<file path="config.mk">
export PLATFORM = sky130hd
export DESIGN_NAME = websocket_frame_deframer
export DESIGN_NICKNAME = d
export VERILOG_FILES = /design/src/hw/rtl/wsfd_pkg.sv /design/src/hw/rtl/websocket_frame_deframer.sv /design/src/hw/rtl/wsfd_utf8.sv /design/src/hw/rtl/wsfd_parser.sv
export SDC_FILE = /design/constraint.sdc
export NUM_CORES = 1
export LEC_CHECK = 0
export BUFFER_PORTS_ARGS = -buffer_cell sky130_fd_sc_hd__buf_2
export CAP_MARGIN = 20
export CELL_PAD_IN_SITES_DETAIL_PLACEMENT = 1
export CELL_PAD_IN_SITES_GLOBAL_PLACEMENT = 2
export CORE_AREA = 2 2 156 158
export DETAILED_ROUTE_END_ITERATION = 10
export DIE_AREA = 0 0 158 160
export PLACE_DENSITY = 0.87
export SLEW_MARGIN = 15
export SYNTH_ARGS = -nofsm -noshare
export SYNTH_HDL_FRONTEND = slang
export SYNTH_SLANG_ARGS = --single-unit
</file>
<file path="constraint.sdc">
create_clock -name clk -period 6.28 [get_ports clk]
set_input_delay 1.884 -clock clk [delete_from_list [all_inputs] [get_ports clk]]
set_output_delay 1.884 -clock clk [all_outputs]
set_load 0.03 [all_outputs]
</file>
<file path="src/hw/rtl/wsfd_pkg.sv">
// Shared types and constants for the WebSocket frame deframer.
package wsfd_pkg;

  // Opcodes with special handling
  localparam logic [3:0] OP_TEXT  = 4'h1;
  localparam logic [3:0] OP_CLOSE = 4'h8;

  // Frame status codes
  localparam logic [1:0] ST_OK    = 2'd0;
  localparam logic [1:0] ST_PROTO = 2'd1;
  localparam logic [1:0] ST_UTF8  = 2'd2;

  // Seven-bit length codes that announce an extended length
  localparam logic [6:0] LEN_EXT16 = 7'd126;
  localparam logic [6:0] LEN_EXT64 = 7'd127;

  // Extended length and key byte counts
  localparam logic [3:0] CNT_EXT16 = 4'd2;
  localparam logic [3:0] CNT_EXT64 = 4'd8;
  localparam logic [3:0] CNT_KEY   = 4'd4;

  // UTF-8 decoder state
  typedef struct packed {
    logic [1:0] need;
    logic [7:0] lead;
    logic [7:0] second;
  } utf8_state_t;

  // One result beat
  typedef struct packed {
    logic [7:0]  data;
    logic        byte_valid;
    logic        last;
    logic        fin;
    logic [3:0]  opcode;
    logic [1:0]  status;
    logic [15:0] close_code;
  } result_t;

  // Reserved opcodes: 3..7 and 11..15
  function automatic logic opcode_reserved(input logic [3:0] op);
    return ((op >= 4'd3) && (op <= 4'd7)) || (op >= 4'd11);
  endfunction

endpackage

</file>
<file path="src/hw/rtl/websocket_frame_deframer.sv">
// Top level of the WebSocket frame deframer: input stage, parser, output stage.
//
// Takes one byte per beat and sustains one byte per cycle: a byte is parsed during the cycle
// it sits in the input register, and its result lands in the output register as the stage
// advances. A byte accepted at one clock edge thus passes the input register and the output
// register before its result beat shows on the outputs.
// Header bytes yield no beat; a zero-length frame yields one empty last beat. The output
// register and the input register together let a new byte enter while a finished beat waits
// on out_stall; throughput drops only while the receiver stalls.
module websocket_frame_deframer (
  input  logic        clk,
  input  logic        rst_n,
  input  logic        in_valid,
  output logic        in_stall,
  input  logic [7:0]  in_byte,
  output logic        out_valid,
  input  logic        out_stall,
  output logic [7:0]  out_byte,
  output logic        out_byte_valid,
  output logic        out_frame_last,
  output logic        out_fin_flag,
  output logic [3:0]  out_frame_opcode,
  output logic [1:0]  out_frame_status,
  output logic [15:0] out_close_code
);
  import wsfd_pkg::*;

  logic       s1_valid_r;
  logic [7:0] s1_byte_r;
  logic       adv;
  logic       fire;
  logic       in_take;
  logic       res_valid;
  result_t    res;
  logic       out_valid_r;
  result_t    out_r;

  // Stage advances whenever the output slot is free or draining
  assign adv      = !out_valid_r || !out_stall;
  assign fire     = s1_valid_r && adv;
  assign in_stall = s1_valid_r && !adv;
  assign in_take  = in_valid && !in_stall;

  // Input register
  always_ff @(posedge clk) begin
    if (!rst_n) begin
      s1_valid_r <= 1'b0;
    end else if (in_take) begin
      s1_valid_r <= 1'b1;
    end else if (adv) begin
      s1_valid_r <= 1'b0;
    end
    if (in_take) begin
      s1_byte_r <= in_byte;
    end
  end

  wsfd_parser u_parser (
    .clk       (clk),
    .rst_n     (rst_n),
    .fire      (fire),
    .b         (s1_byte_r),
    .res_valid (res_valid),
    .res       (res)
  );

  // Output register: load a new beat or hold a stalled one
  always_ff @(posedge clk) begin
    if (!rst_n) begin
      out_valid_r <= 1'b0;
    end else if (adv) begin
      out_valid_r <= fire && res_valid;
    end
    if (adv && fire && res_valid) begin
      out_r <= res;
    end
  end

  assign out_valid        = out_valid_r;
  assign out_byte         = out_r.data;
  assign out_byte_valid   = out_r.byte_valid;
  assign out_frame_last   = out_r.last;
  assign out_fin_flag     = out_r.fin;
  assign out_frame_opcode = out_r.opcode;
  assign out_frame_status = out_r.status;
  assign out_close_code   = out_r.close_code;

endmodule

</file>
<file path="src/hw/rtl/wsfd_utf8.sv">
// UTF-8 validator step: checks one text byte against the decoder state.
module wsfd_utf8 (
  input  wsfd_pkg::utf8_state_t st,
  input  logic [7:0]            b,
  output logic                  ok,
  output wsfd_pkg::utf8_state_t st_nxt
);
  import wsfd_pkg::*;

  logic [1:0] total;
  logic       second;

  // Continuation bytes implied by the lead byte
  always_comb begin
    if ((st.lead & 8'hF0) == 8'hE0) begin
      total = 2'd2;
    end else if ((st.lead & 8'hF8) == 8'hF0) begin
      total = 2'd3;
    end else begin
      total = 2'd1;
    end
    second = (st.need == total);
  end

  // Check the byte and advance the decoder
  always_comb begin
    ok     = 1'b1;
    st_nxt = st;
    if (st.need == 2'd0) begin
      st_nxt.lead = b;
      if (b == 8'h00) begin
        ok = 1'b0;
      end else if (b < 8'h80) begin
        ok = 1'b1;
      end else if ((b & 8'hE0) == 8'hC0) begin
        if ((b & 8'hFE) == 8'hC0) begin
          ok = 1'b0;
        end else begin
          st_nxt.need = 2'd1;
        end
      end else if ((b & 8'hF0) == 8'hE0) begin
        st_nxt.need = 2'd2;
      end else if ((b & 8'hF8) == 8'hF0) begin
        if (b > 8'hF4) begin
          ok = 1'b0;
        end else begin
          st_nxt.need = 2'd3;
        end
      end else begin
        ok = 1'b0;
      end
    end else if ((b & 8'hC0) != 8'h80) begin
      ok = 1'b0;
    end else begin
      if (second) begin
        st_nxt.second = b;
        // Reject overlong, surrogate and out-of-range forms
        if ((st.lead == 8'hE0) && ((b & 8'hE0) == 8'h80)) ok = 1'b0;
        if ((st.lead == 8'hED) && ((b & 8'hE0) == 8'hA0)) ok = 1'b0;
        if ((st.lead == 8'hF0) && ((b & 8'hF0) == 8'h80)) ok = 1'b0;
        if ((st.lead == 8'hF4) && (b > 8'h8F)) ok = 1'b0;
      end else if (total == 2'd2) begin
        // Reject the two noncharacters at the top of the basic plane
        if ((st.lead == 8'hEF) && (st.second == 8'hBF) && ((b & 8'hFE) == 8'hBE)) begin
          ok = 1'b0;
        end
      end
      if (ok) begin
        st_nxt.need = st.need - 2'd1;
      end
    end
  end

endmodule

</file>
<file path="src/hw/rtl/wsfd_parser.sv">
// Frame parser: header decode, unmasking, close code and text check per byte.
module wsfd_parser (
  input  logic              clk,
  input  logic              rst_n,
  input  logic              fire,
  input  logic [7:0]        b,
  output logic              res_valid,
  output wsfd_pkg::result_t res
);
  import wsfd_pkg::*;

  typedef enum logic [2:0] {
    PH_HDR0,
    PH_HDR1,
    PH_EXTLEN,
    PH_KEY,
    PH_PAYLOAD
  } phase_t;

  phase_t      phase_r, phase_nxt;
  logic [3:0]  hcount_r, hcount_nxt;
  logic        fin_r, fin_nxt;
  logic [3:0]  opcode_r, opcode_nxt;
  logic        masked_r, masked_nxt;
  logic [63:0] rem_r, rem_nxt;
  logic [31:0] key_r, key_nxt;
  logic [1:0]  kidx_r, kidx_nxt;
  utf8_state_t utf_r, utf_nxt, utf_step;
  logic [15:0] close_r, close_nxt;
  logic [1:0]  pos_r, pos_nxt;
  logic [1:0]  status_r, status_nxt;

  logic [7:0]  key_byte;
  logic [7:0]  data;
  logic        utf_ok;
  logic [3:0]  hcount_dec;
  logic [63:0] ext_len;

  // Key byte for the current payload position
  always_comb begin
    case (kidx_r)
      2'd0:    key_byte = key_r[31:24];
      2'd1:    key_byte = key_r[23:16];
      2'd2:    key_byte = key_r[15:8];
      default: key_byte = key_r[7:0];
    endcase
    data = masked_r ? (b ^ key_byte) : b;
  end

  wsfd_utf8 u_utf8 (
    .st     (utf_r),
    .b      (data),
    .ok     (utf_ok),
    .st_nxt (utf_step)
  );

  assign hcount_dec = hcount_r - 4'd1;
  assign ext_len    = {rem_r[55:0], b};

  // Next state and result for one byte
  always_comb begin
    phase_nxt  = phase_r;
    hcount_nxt = hcount_r;
    fin_nxt    = fin_r;
    opcode_nxt = opcode_r;
    masked_nxt = masked_r;
    rem_nxt    = rem_r;
    key_nxt    = key_r;
    kidx_nxt   = kidx_r;
    utf_nxt    = utf_r;
    close_nxt  = close_r;
    pos_nxt    = pos_r;
    status_nxt = status_r;
    res_valid  = 1'b0;
    res        = '0;

    unique case (phase_r)
      PH_HDR0: begin
        hcount_nxt = '0;
        masked_nxt = 1'b0;
        rem_nxt    = '0;
        key_nxt    = '0;
        kidx_nxt   = '0;
        utf_nxt    = '0;
        close_nxt  = '0;
        pos_nxt    = '0;
        status_nxt = ST_OK;
        fin_nxt    = b[7];
        opcode_nxt = b[3:0];
        phase_nxt  = PH_HDR1;
      end
      PH_HDR1: begin
        masked_nxt = b[7];
        if (b[6:0] == LEN_EXT16) begin
          rem_nxt    = '0;
          hcount_nxt = CNT_EXT16;
          phase_nxt  = PH_EXTLEN;
        end else if (b[6:0] == LEN_EXT64) begin
          rem_nxt    = '0;
          hcount_nxt = CNT_EXT64;
          phase_nxt  = PH_EXTLEN;
        end else begin
          rem_nxt = {57'd0, b[6:0]};
          if (b[7]) begin
            hcount_nxt = CNT_KEY;
            phase_nxt  = PH_KEY;
          end else begin
            status_nxt = opcode_reserved(opcode_r) ? ST_PROTO : ST_OK;
            phase_nxt  = (b[6:0] == 7'd0) ? PH_HDR0 : PH_PAYLOAD;
          end
        end
      end
      PH_EXTLEN: begin
        rem_nxt    = ext_len;
        hcount_nxt = hcount_dec;
        if (hcount_dec == 4'd0) begin
          if (masked_r) begin
            hcount_nxt = CNT_KEY;
            phase_nxt  = PH_KEY;
          end else begin
            status_nxt = opcode_reserved(opcode_r) ? ST_PROTO : ST_OK;
            phase_nxt  = (ext_len == 64'd0) ? PH_HDR0 : PH_PAYLOAD;
          end
        end
      end
      PH_KEY: begin
        key_nxt    = {key_r[23:0], b};
        hcount_nxt = hcount_dec;
        if (hcount_dec == 4'd0) begin
          status_nxt = opcode_reserved(opcode_r) ? ST_PROTO : ST_OK;
          phase_nxt  = (rem_r == 64'd0) ? PH_HDR0 : PH_PAYLOAD;
        end
      end
      PH_PAYLOAD: begin
        if (masked_r) kidx_nxt = kidx_r + 2'd1;
        if ((opcode_r == OP_CLOSE) && (pos_r < 2'd2)) begin
          close_nxt = {close_r[7:0], data};
          pos_nxt   = pos_r + 2'd1;
        end
        if ((opcode_r == OP_TEXT) && (status_r == ST_OK)) begin
          utf_nxt = utf_step;
          if (!utf_ok) status_nxt = ST_UTF8;
        end
        rem_nxt = rem_r - 64'd1;
        if (rem_r == 64'd1) begin
          phase_nxt = PH_HDR0;
          // Flag a sequence cut off at the frame end
          if ((opcode_r == OP_TEXT) && (status_nxt == ST_OK) && (utf_nxt.need != 2'd0)) begin
            status_nxt = ST_UTF8;
          end
        end
      end
      default: begin
        phase_nxt = PH_HDR0;
      end
    endcase

    // Build the result beat
    if (phase_r == PH_PAYLOAD) begin
      res_valid      = 1'b1;
      res.data       = data;
      res.byte_valid = 1'b1;
      res.last       = (rem_r == 64'd1);
      if (res.last && (opcode_r == OP_CLOSE) && (pos_nxt == 2'd2)) begin
        res.close_code = close_nxt;
      end
    end else if ((phase_r != PH_HDR0) && (phase_nxt == PH_HDR0)) begin
      res_valid = 1'b1;
      res.last  = 1'b1;
    end
    res.fin    = fin_r;
    res.opcode = opcode_r;
    res.status = status_nxt;
  end

  // Hold frame state; advance on each byte
  always_ff @(posedge clk) begin
    if (!rst_n) begin
      phase_r <= PH_HDR0;
    end else if (fire) begin
      phase_r <= phase_nxt;
    end
    if (fire) begin
      hcount_r <= hcount_nxt;
      fin_r    <= fin_nxt;
      opcode_r <= opcode_nxt;
      masked_r <= masked_nxt;
      rem_r    <= rem_nxt;
      key_r    <= key_nxt;
      kidx_r   <= kidx_nxt;
      utf_r    <= utf_nxt;
      close_r  <= close_nxt;
      pos_r    <= pos_nxt;
      status_r <= status_nxt;
    end
  end

`ifndef NO_ASSERTIONS
  // A first header byte never yields a result
  a_hdr0_silent: assert property (@(posedge clk) disable iff (!rst_n)
    (fire && (phase_r == PH_HDR0)) |-> !res_valid)
    else $error("result on first header byte");

  // The empty marker is always the last beat of its frame
  a_empty_last: assert property (@(posedge clk) disable iff (!rst_n)
    (res_valid && !res.byte_valid) |-> res.last)
    else $error("empty marker not last");

  // Close code only shows on the last beat
  a_close_last: assert property (@(posedge clk) disable iff (!rst_n)
    (res_valid && !res.last) |-> (res.close_code == 16'd0))
    else $error("close code on non-last beat");

  // After the last beat the parser looks for a new header
  a_back_to_hdr: assert property (@(posedge clk) disable iff (!rst_n)
    (fire && res_valid && res.last) |=> (phase_r == PH_HDR0))
    else $error("no return to header after last beat");
`endif

endmodule

</file>
# Word-level counts from Yosys, hierarchy flattened
# Index checks and enable logic that the tools add are counted.
[classes]
n_lt_le_gt_ge = 7
mul = 0
addsub = 5
div = 0
n_mux = 86
shift = 0
n_bitwise = 1
eq_ne = 38
reduce_logical = 55
[op_table]
columns = ["cell", "count"]
rows = [
  ["64-bit case mux with 4 select lines", 1],
  ["64-bit zero test", 2],
  ["64-bit by 1-bit equality test with 1-bit output (second input constant)", 1],
  ["64-bit 2-to-1 mux", 1],
  ["32-bit case mux with 2 select lines", 1],
  ["64-bit by 1-bit subtractor with 64-bit output (second input constant)", 1],
  ["2-bit 2-to-1 mux", 25],
  ["8-bit equality test (second input constant)", 6],
  ["8-bit 2-to-1 mux", 5],
  ["18-bit 2-to-1 mux", 2],
  ["18-bit case mux with 2 select lines", 1],
  ["16-bit case mux with 2 select lines", 1],
  ["3-bit 2-to-1 mux", 10],
  ["7-bit equality test (second input constant)", 4],
  ["1-bit 2-to-1 mux", 25],
  ["8-bit case mux with 3 select lines", 1],
  ["1-bit logical AND", 20],
  ["4-bit 2-to-1 mux", 5],
  ["4-bit equality test (second input constant)", 4],
  ["8-bit greater-than comparator (second input constant)", 2],
  ["16-bit 2-to-1 mux", 1],
  ["4-bit case mux with 4 select lines", 1],
  ["3-bit case mux with 5 select lines", 1],
  ["3-bit equality test (second input constant)", 4],
  ["other kinds (37)", 67],
]
[totals]
word_cells = 216
latchBits = 0
mem_count = 0
ram_bits = 0
romBits = 0
register_bits = 192

# Longest topological paths before layout
# Gate-level depths: netlist of the first run.
[depth]
ltp_word = 24
ltp_mapped = 12
mapped_depth_nobuf = 11

# Modules after synthesis
# A second synthesis of the first run with hierarchy kept.
[hier_totals]
cells_unflattened = 887
hier_area_um2 = 10035.9
[modules_own_cells]
columns = ["mod", "n_inst", "area_each_um2", "seq_area_each_um2", "cells_each"]
rows = [
  ["wsfd_parser", 1, 8156.6, 4444.3, 761],
  ["websocket_frame_deframer", 1, 1322.5, 1271.2, 51],
  ["wsfd_utf8", 1, 556.8, 0.0, 75],
]

# Least setup slack after synthesis of the first run
# No wires, ideal clock.
[synth_path]
path_kind = "input port to flip-flop"
start = "input port out_stall"
end = "register u_parser.rem_r[0], enable pin"
required_ps = 5794
cell_stages = 3
arrival_time_ps = 4844
path_buffers = 0
setup_slack_ps = 950
path_cell_list = "nand2_1 nand2_1 nor2_1"
[synth_via]
elab_chain_len = 4
[synth_rtl]
columns = ["element", "line_no", "source"]
rows = [
  ["start: declaration", "websocket_frame_deframer.sv:17", "input logic out_stall,"],
  ["1-bit zero test", "websocket_frame_deframer.sv:39", "assign adv = !out_valid_r || !out_stall;"],
  ["1-bit logical OR", "websocket_frame_deframer.sv:39", ""],
  ["1-bit logical AND", "websocket_frame_deframer.sv:40", "assign fire = s1_valid_r && adv;"],
  ["2-bit AND reduction (no line)", "-", ""],
  ["end signal: assignment", "wsfd_parser.sv:188", "rem_r <= rem_nxt;"],
  ["end: declaration", "wsfd_parser.sv:25", "logic [63:0] rem_r, rem_nxt;"],
]
# Every way passes these cells.
# A chain may end at the register's enable or synchronous reset.

# Final worst setup path of the first run
[layout_path]
start = "input port out_stall"
end = "output port in_stall"
[layout_via]
elab_chain_len = 4
[layout_rtl]
columns = ["element", "line_no", "source"]
rows = [
  ["1-bit zero test", "websocket_frame_deframer.sv:39", ""],
  ["1-bit logical OR", "websocket_frame_deframer.sv:39", ""],
  ["1-bit zero test", "websocket_frame_deframer.sv:41", "assign in_stall = s1_valid_r && !adv;"],
  ["1-bit logical AND", "websocket_frame_deframer.sv:41", ""],
  ["end: declaration", "websocket_frame_deframer.sv:14", "output logic in_stall,"],
]
# Every way passes these cells.

==> results of run 1 <==
final cells by class:
class                   instances  share of cell area, %
clock buffers                  18                   3.95
multi-input cells             602                   34.4
well taps                     324                   3.73
clock inverters                14                   1.81
repair buffers                 55                   2.74
inverters                      24                  0.829
flip-flops and latches        192                   52.6
cell usage in the layout (no fill, tap or decap), drive strengths merged, types with 4 or more instances in the layout:
| cell type | instances |
|---|---|
| a211oi | 7 |
| a21oi | 22 |
| a22o | 17 |
| a22oi | 8 |
| a31oi | 7 |
| and2 | 10 |
| and3 | 39 |
| buf | 55 |
| clkbuf | 18 |
| dfxtp | 5 |
| edfxtp | 187 |
| ha | 9 |
| inv | 30 |
| nand2 | 92 |
| nand2b | 6 |
| nand3 | 10 |
| nand3b | 5 |
| nand4 | 8 |
| nor2 | 56 |
| nor2b | 27 |
| nor3 | 26 |
| nor4 | 25 |
| o21a | 4 |
| o21ai | 64 |
| o22ai | 8 |
| or2 | 9 |
| or3 | 12 |
| or4 | 10 |
| xnor2 | 42 |
| xor2 | 34 |
Yosys cell counts (5+ instances only):
cell,instances
or3_1,9
ha_1,9
xor2_1,34
a22o_1,17
a22oi_1,8
and3_1,38
nand3_1,10
nand2b_1,6
nor3_1,26
a211oi_1,7
nand2_1,92
nor2_1,56
o21ai_0,60
dfxtp_1,5
inv_1,24
clkbuf_1,37
nand3b_1,5
or4_1,8
xnor2_1,42
edfxtp_1,187
or2_2,8
nor4_1,23
and2_1,9
a21oi_1,22
a31oi_1,7
nand4_1,8
nor2b_1,27
o22ai_1,8
worst register-to-register path, delay by kind of cell (launching register included):
kind                   cells  cell delay [ps]
AND/OR/NAND/NOR            4             1590
buffers and inverters      1              380
flip-flops                 1              500
AO/OA/AOI/OAI              4             1100
sequential cells by signal, summed over array words and instances, names as in the netlist, 2 cells and up:
signal and cells:
out_byte 8, out_close_code 16, out_frame_opcode 4, out_frame_status 2, s1_byte_r 8, u_parser.close_r 16
u_parser.hcount_r 4, u_parser.key_r 32, u_parser.kidx_r 2, u_parser.opcode_r 4, u_parser.phase_r 3, u_parser.pos_r 2
u_parser.rem_r 64, u_parser.status_r 2, u_parser.utf_r 18
how the worst max path moves through the flow:
stage	cells after the start	slack [ps]	start	end
after floorplan	3	950	out_stall	u_parser.rem_r[0]
after global placement	4	1980	out_stall	in_stall
after detailed placement	4	1960	out_stall	in_stall
after CTS	4	1960	out_stall	in_stall
after global routing	4	1920	out_stall	in_stall
final	4	1960	out_stall	in_stall
stage by stage:
| stage | total power, mW | util (%) | setup slack [ps] | hold slack (ps) |
|---|---|---|---|---|
| 2_1_floorplan | 1.69 | - | 950 | 400 |
| 3_3_place_gp | 1.76 | 43.0 | 1980 | 458 |
| 3_5_place_dp | 1.77 | 43.0 | 1960 | 463 |
| 4_1_cts | 2.92 | 45.6 | 1960 | 479 |
| 5_1_grt | 2.99 | 45.6 | 1920 | 483 |
| 6_report | 2.90 | 45.6 | 1960 | 483 |
power breakdown:
part           internal (mW)  switching [mW]  total (mW)
Sequential              1.47          0.0509        1.52
Clock                  0.643           0.517        1.16
Combinational         0.0721           0.152       0.224
metal layers:
metal | global-route usage, % | up-vias | share of wire (%)
met5 | 0 | - | 0
met4 | 6.18 | 0 | 1.6
met3 | 3.23 | 27 | 3.0
met2 | 31.3 | 152 | 48
met1 | 27.3 | 3454 | 47
li1 | - | 3260 | -
kinds of logic after synthesis:
| logic type | Yosys count | share of synthesized area (%) |
|---|---|---|
| muxes | 1 | 0.103 |
| AOI/OAI and AO/OA | 163 | 10.8 |
| adders and majority gates | 10 | 1.26 |
| xor gates and xnor gates | 76 | 6.86 |
| and+or+nand+nor | 352 | 19.4 |
| DFF | 192 | 58.9 |
| buffers and inverters | 65 | 2.71 |
==> flow_summary_export.csv, run 1 <==
group,metric,value,unit
run_status,status,"finished, final reports clean",
floorplan,die_w,158,um
routing,dr.pass1.iters,5,
routing,antenna_left,0,
critical_path,r2r_slack,2380,ps
synthesis,yosys-top-cells-area,"edfxtp_1 58%, xnor2_1 3.8%, nand2_1 3.6%, o21ai_0 3.1%, xor2_1 3.1%",
sta,slew_viol_final,0,
min_path,hold_class,"reg2reg",
sta,slew-limit-headroom,29.0,%
critical_path,crit_chain,"buf_2, nand2_1, nor2_1, buf_2",
synthesis,netlist_instances,859,
floorplan,core_area,0.0238,mm2
min_path,whs_endpoint,"out_fin_flag",
routing,viasPerCell,5.61,
floorplan,die_h,160,um
synthesis,synthesis.area,0.00970,mm2
cells_and_area,num-nets-final,913,
floorplan,io_pins,47,
global_route,grt_pass1_vias,6970,
clock_tree,cts_tree,"done",
placement,postPlaceCellArea,0.0102,mm2
routing,vias,6893,
clock_tree,cts_buffers,17,
synthesis,synth_cell_types,70,
cells_and_area,fin_cells,1229,
floorplan,fp.dieArea,0.0253,mm2
critical_path,critPathMostFrequentCell,"buf_2",
min_path,whs_path_depth,0,
clock_tree,cts_resized,0,
clock_tree,cts.sinks,192,
critical_path,worstReg2RegStart,"u_parser.rem_r[50]",
power_and_ir_drop,power_density,267,mW/mm2
critical_path,rr_endpoint,"out_close_code[3]",
routing,drcViolationCount,0,
critical_path,cpMaxStageDelayCell,"buf_2",
min_path,hold_start,"u_parser.fin_r",
critical_path,cp-end-kind,"output pin",
power_and_ir_drop,peakVddDrop,0.165,mV
critical_path,start_kind,"primary input",
critical_path,path_delay_family,"buffers and inverters",
clock_tree,htree_levels,4,
global_route,grt_overflow_total,0,
synthesis,synth_largest_area_cell,"edfxtp_1",
critical_path,critPathMaxStageDelay,230,ps
cells_and_area,ff_latch_area,0.00572,mm2
global_route,grt.total_usage,19.6,%
clock_tree,worstSkewPairLatency,440,ps
placement,place_inst,1196,
synthesis,yosysTopAreaCellShare,57.9,%
sta,fin_crit_sh,68.7,%
sta,setup_viol,0,
synthesis,syn_avg_cell_area,11.3,um2
cells_and_area,finalInstanceArea,0.0109,mm2
routing,routedWlPerCell,19.7,um
placement,hpwl,16400,um
critical_path,path_class,"in2out",
sta,rsz0062_at_grt,"no",
clock_tree,cts.clk_slew.worst_paths,70,ps
sta,fmax,232,MHz
synthesis,ys_warn_count,0,
global_route,antenna_found_initial,0,
cells_and_area,final.fill_count,2605,
clock_tree,root_buffer,"clkbuf_16",
synthesis,ys_seq_area_share,58.9,%
sta,hold_violations,0,
global_route,grt_max_degree,66,
critical_path,crit_fanout,3,
global_route,grt_pass1_wl,38500,um
power_and_ir_drop,power.leakage,3.70,nW
clock_tree,cts_setup_buffers,0,
job,maxCapViolations,0,
synthesis,synth-edff-count,187,
routing,first_iter_violations,458,
floorplan,initial_core_util,40.7,%
synthesis,synth_flop_cell,"edfxtp_1",
synthesis,ys_seq_elements,192,
cells_and_area,drive_above_1_share,12.2,%
critical_path,cp_num_buf_inv,2,
placement,place_congestion,0.775,
placement,io_buffers,46,
clock_tree,clockBufferDepth,2,
synthesis,synth_nets,880,
cells_and_area,multiInputGateArea,0.00374,mm2
critical_path,critPathRequiredTime,4400,ps
critical_path,worstPathArrival,2430,ps
routing,wl,24200,um
floorplan,rows,57,
clock_tree,cts_hold_buf,0,
synthesis,async_reset_ff_share,0,%
sta,finalClockSkew,11.9,ps
critical_path,reg2reg_depth,9,
sta,fin_crit,4320,ps
sta,tightest_slew,1060,ps
cells_and_area,area_growth,12.0,%
sta,setup_tns,0,ps
cells_and_area,diodes,0,
No activity file was read; power rests on OpenSTA's default activity.
==> run 2, diff against run 1 <==
CORE_AREA = 2 2 163 165   (was 2 2 156 158)
DIE_AREA = 0 0 165 167   (was 0 0 158 160)
PLACE_DENSITY = 0.84   (was 0.87)
clock period = 3.7 ns   (was 6.28 ns; I/O delays follow)
==> run 2 against run 1 <==
Against the previous run:
- die area rose by 9.0%
- sequential power rose by 69%
- non-clock buffer count rose by 46
- clock-buffer cell count fell by 1
- hold slack got worse by 41 ps
- highest routed layer unchanged
- sequential share of layout area fell by 2.0 points
- critical path type is now reg2reg
- cell count rose by 4.6%
- critical path depth rose by 5
- clock power rose by 59%
- worst setup slack got worse by 1900 ps
==> flow_summary_export.csv, run 2 (same netlist as run 1, synthesis figures left out) <==
group,metric,value,unit
routing,first_iter_violations,623,
critical_path,critPathRequiredTime,3850,ps
sta,slew_viol_final,0,
global_route,met1_usage,25.0,%
routing,vias,6975,
sta,tightest_slew,663,ps
job,maxCapViolations,0,
placement,place_congestion,0.797,
clock_tree,cts_tree,"done",
floorplan,io_pins,47,
critical_path,start_kind,"register",
global_route,grtUsageMet2,30.8,%
clock_tree,cts_buffers,17,
floorplan,die_w,165,um
cells_and_area,final_cell_mix,"187 x edfxtp_1, 91 x nand2_1, 60 x o21ai_0, 54 x nor2_1, 51 x buf_4",
clock_tree,cts.sinks,192,
cells_and_area,diodes,0,
clock_tree,worstSkewPairLatency,440,ps
cells_and_area,area_growth,16.5,%
critical_path,worstPathArrival,3820,ps
routing,drcViolationCount,0,
power_and_ir_drop,power,4.85,mW
global_route,grt.total_usage,18.5,%
sta,hold_violations,0,
sta,fin_crit_sh,99.1,%
clock_tree,clockBufferDepth,2,
floorplan,rows,59,
floorplan,die_h,167,um
cells_and_area,top_register,"u_parser.rem_r",
sta,setup_viol,0,
critical_path,cp-end-kind,"register",
min_path,whs_path_depth,0,
run_status,status,"finished, final reports clean",
clock_tree,root_buffer,"clkbuf_16",
clock_tree,htree_levels,4,
clock_tree,cts_hold_buf,0,
cells_and_area,layout_commonest_cell,"edfxtp_1",
global_route,grt_overflow_total,0,
critical_path,path_class,"reg2reg",
clock_tree,cts.clk_slew.worst_paths,80,ps
min_path,hold_class,"reg2reg",
floorplan,fp.dieArea,0.0276,mm2
global_route,grt_max_degree,65,
sta,slew-limit-headroom,55.8,%
global_route,grt_pass1_wl,39900,um
routing,antenna_left,0,
floorplan,initial_core_util,37.7,%
critical_path,r2r_slack,30,ps
global_route,use_met3,2.71,%
sta,setup_tns,0,ps
floorplan,core_area,0.0258,mm2
routing,viasPerCell,5.42,
sta,fin_crit,3670,ps
sta,rsz0062_at_grt,"yes",
routing,wl,24700,um
placement,hpwl,17400,um
power_and_ir_drop,peakVddDrop,0.209,mV
global_route,busiest_layer,"met2",
global_route,grt_pass1_vias,7357,
cells_and_area,drive_above_1_share,17.1,%
critical_path,crit_fanout,16,
sta,hold_ws,442,ps
routing,routedWlPerCell,19.2,um
cells_and_area,reg.largest.list,"u_parser.rem_r x64, u_parser.key_r x32, u_parser.utf_r x18",
cells_and_area,largest_reg_flops,64,
placement,io_buffers,46,
power_and_ir_drop,power_density,429,mW/mm2
critical_path,reg2reg_depth,9,
sta,fmax,273,MHz
global_route,antenna_found_initial,0,
cells_and_area,num-nets-final,959,
power_and_ir_drop,power.leakage,3.94,nW
sta,finalClockSkew,15.1,ps
routing,dr.pass1.iters,5,
run 2: cell types whose count changed in the layout (fill, tap and decap cells not counted), moves of 2 or more:
cell,change
clkinv_8,+3
buf_12,+3
a211oi_2,+2
clkinv_4,+2
bufinv_16,-3
inv_8,+2
clkinvlp_4,-2
inv_6,-2
buf_4,+42
a211oi_1,-2
run 2: what timing repair did:
item	CTS	global route
endpoints found under the setup margin	15	35
setup buffers	0	2
gates resized for setup	1	4
pin swaps	0	2
cloned	0	1
run 2: stage by stage:
stage               instances  util, %  cell area [um2]  setup slack [ps]
floorplan                 859        -             9720             -57.0
global placement         1251     41.3            10600              98.9
detailed placement       1251     41.3            10600              25.9
CTS                      1283     43.6            11200              18.1
global route             1286     43.9            11300             -85.0
finish                   1286     43.9            11300              33.3
run 2: where the power goes:
group / leakage, nW / switching, mW / internal, mW / total, mW
registers: 1.85 / 0.0774 / 2.49 / 2.57
clock network: 0.291 / 0.941 / 0.910 / 1.85
logic: 1.80 / 0.275 / 0.160 / 0.435
total: 3.94 / 1.29 / 3.56 / 4.85
run 2: final timing paths:
kind / from / endpoint
worst max register to register: u_parser.rem_r[41] / out_close_code[11]
worst min register to register: u_parser.fin_r / out_fin_flag
worst max-delay path: u_parser.rem_r[41] / out_close_code[11]
worst min-delay path: u_parser.fin_r / out_fin_flag
run 2: layout make-up:
cell class | instances | area (um2)
sequential | 192 | 5720
clock buffer | 17 | 425
tap | 335 | 419
multi-input combinational | 602 | 3780
timing repair buffer | 101 | 698
fill | 2780 | 14500
clock inverter | 15 | 168
inverter | 24 | 90.1
run 2: layer usage:
metal  share of wire, %  wire [um]
met1                 46      11400
met2                 49      12200
met3                2.7        665
met4                1.7        420
met5                  0          0
run 2: worst max-delay path: stages, from the launching register on:
cell and delay (ps):
edfxtp_1 440, nor4_4 330, or4b_4 510, or4_4 570
o311a_1 380, o21a_1 210, a2111o_1 320, o21a_1 220
nor2_4 180, clkbuf_16 220
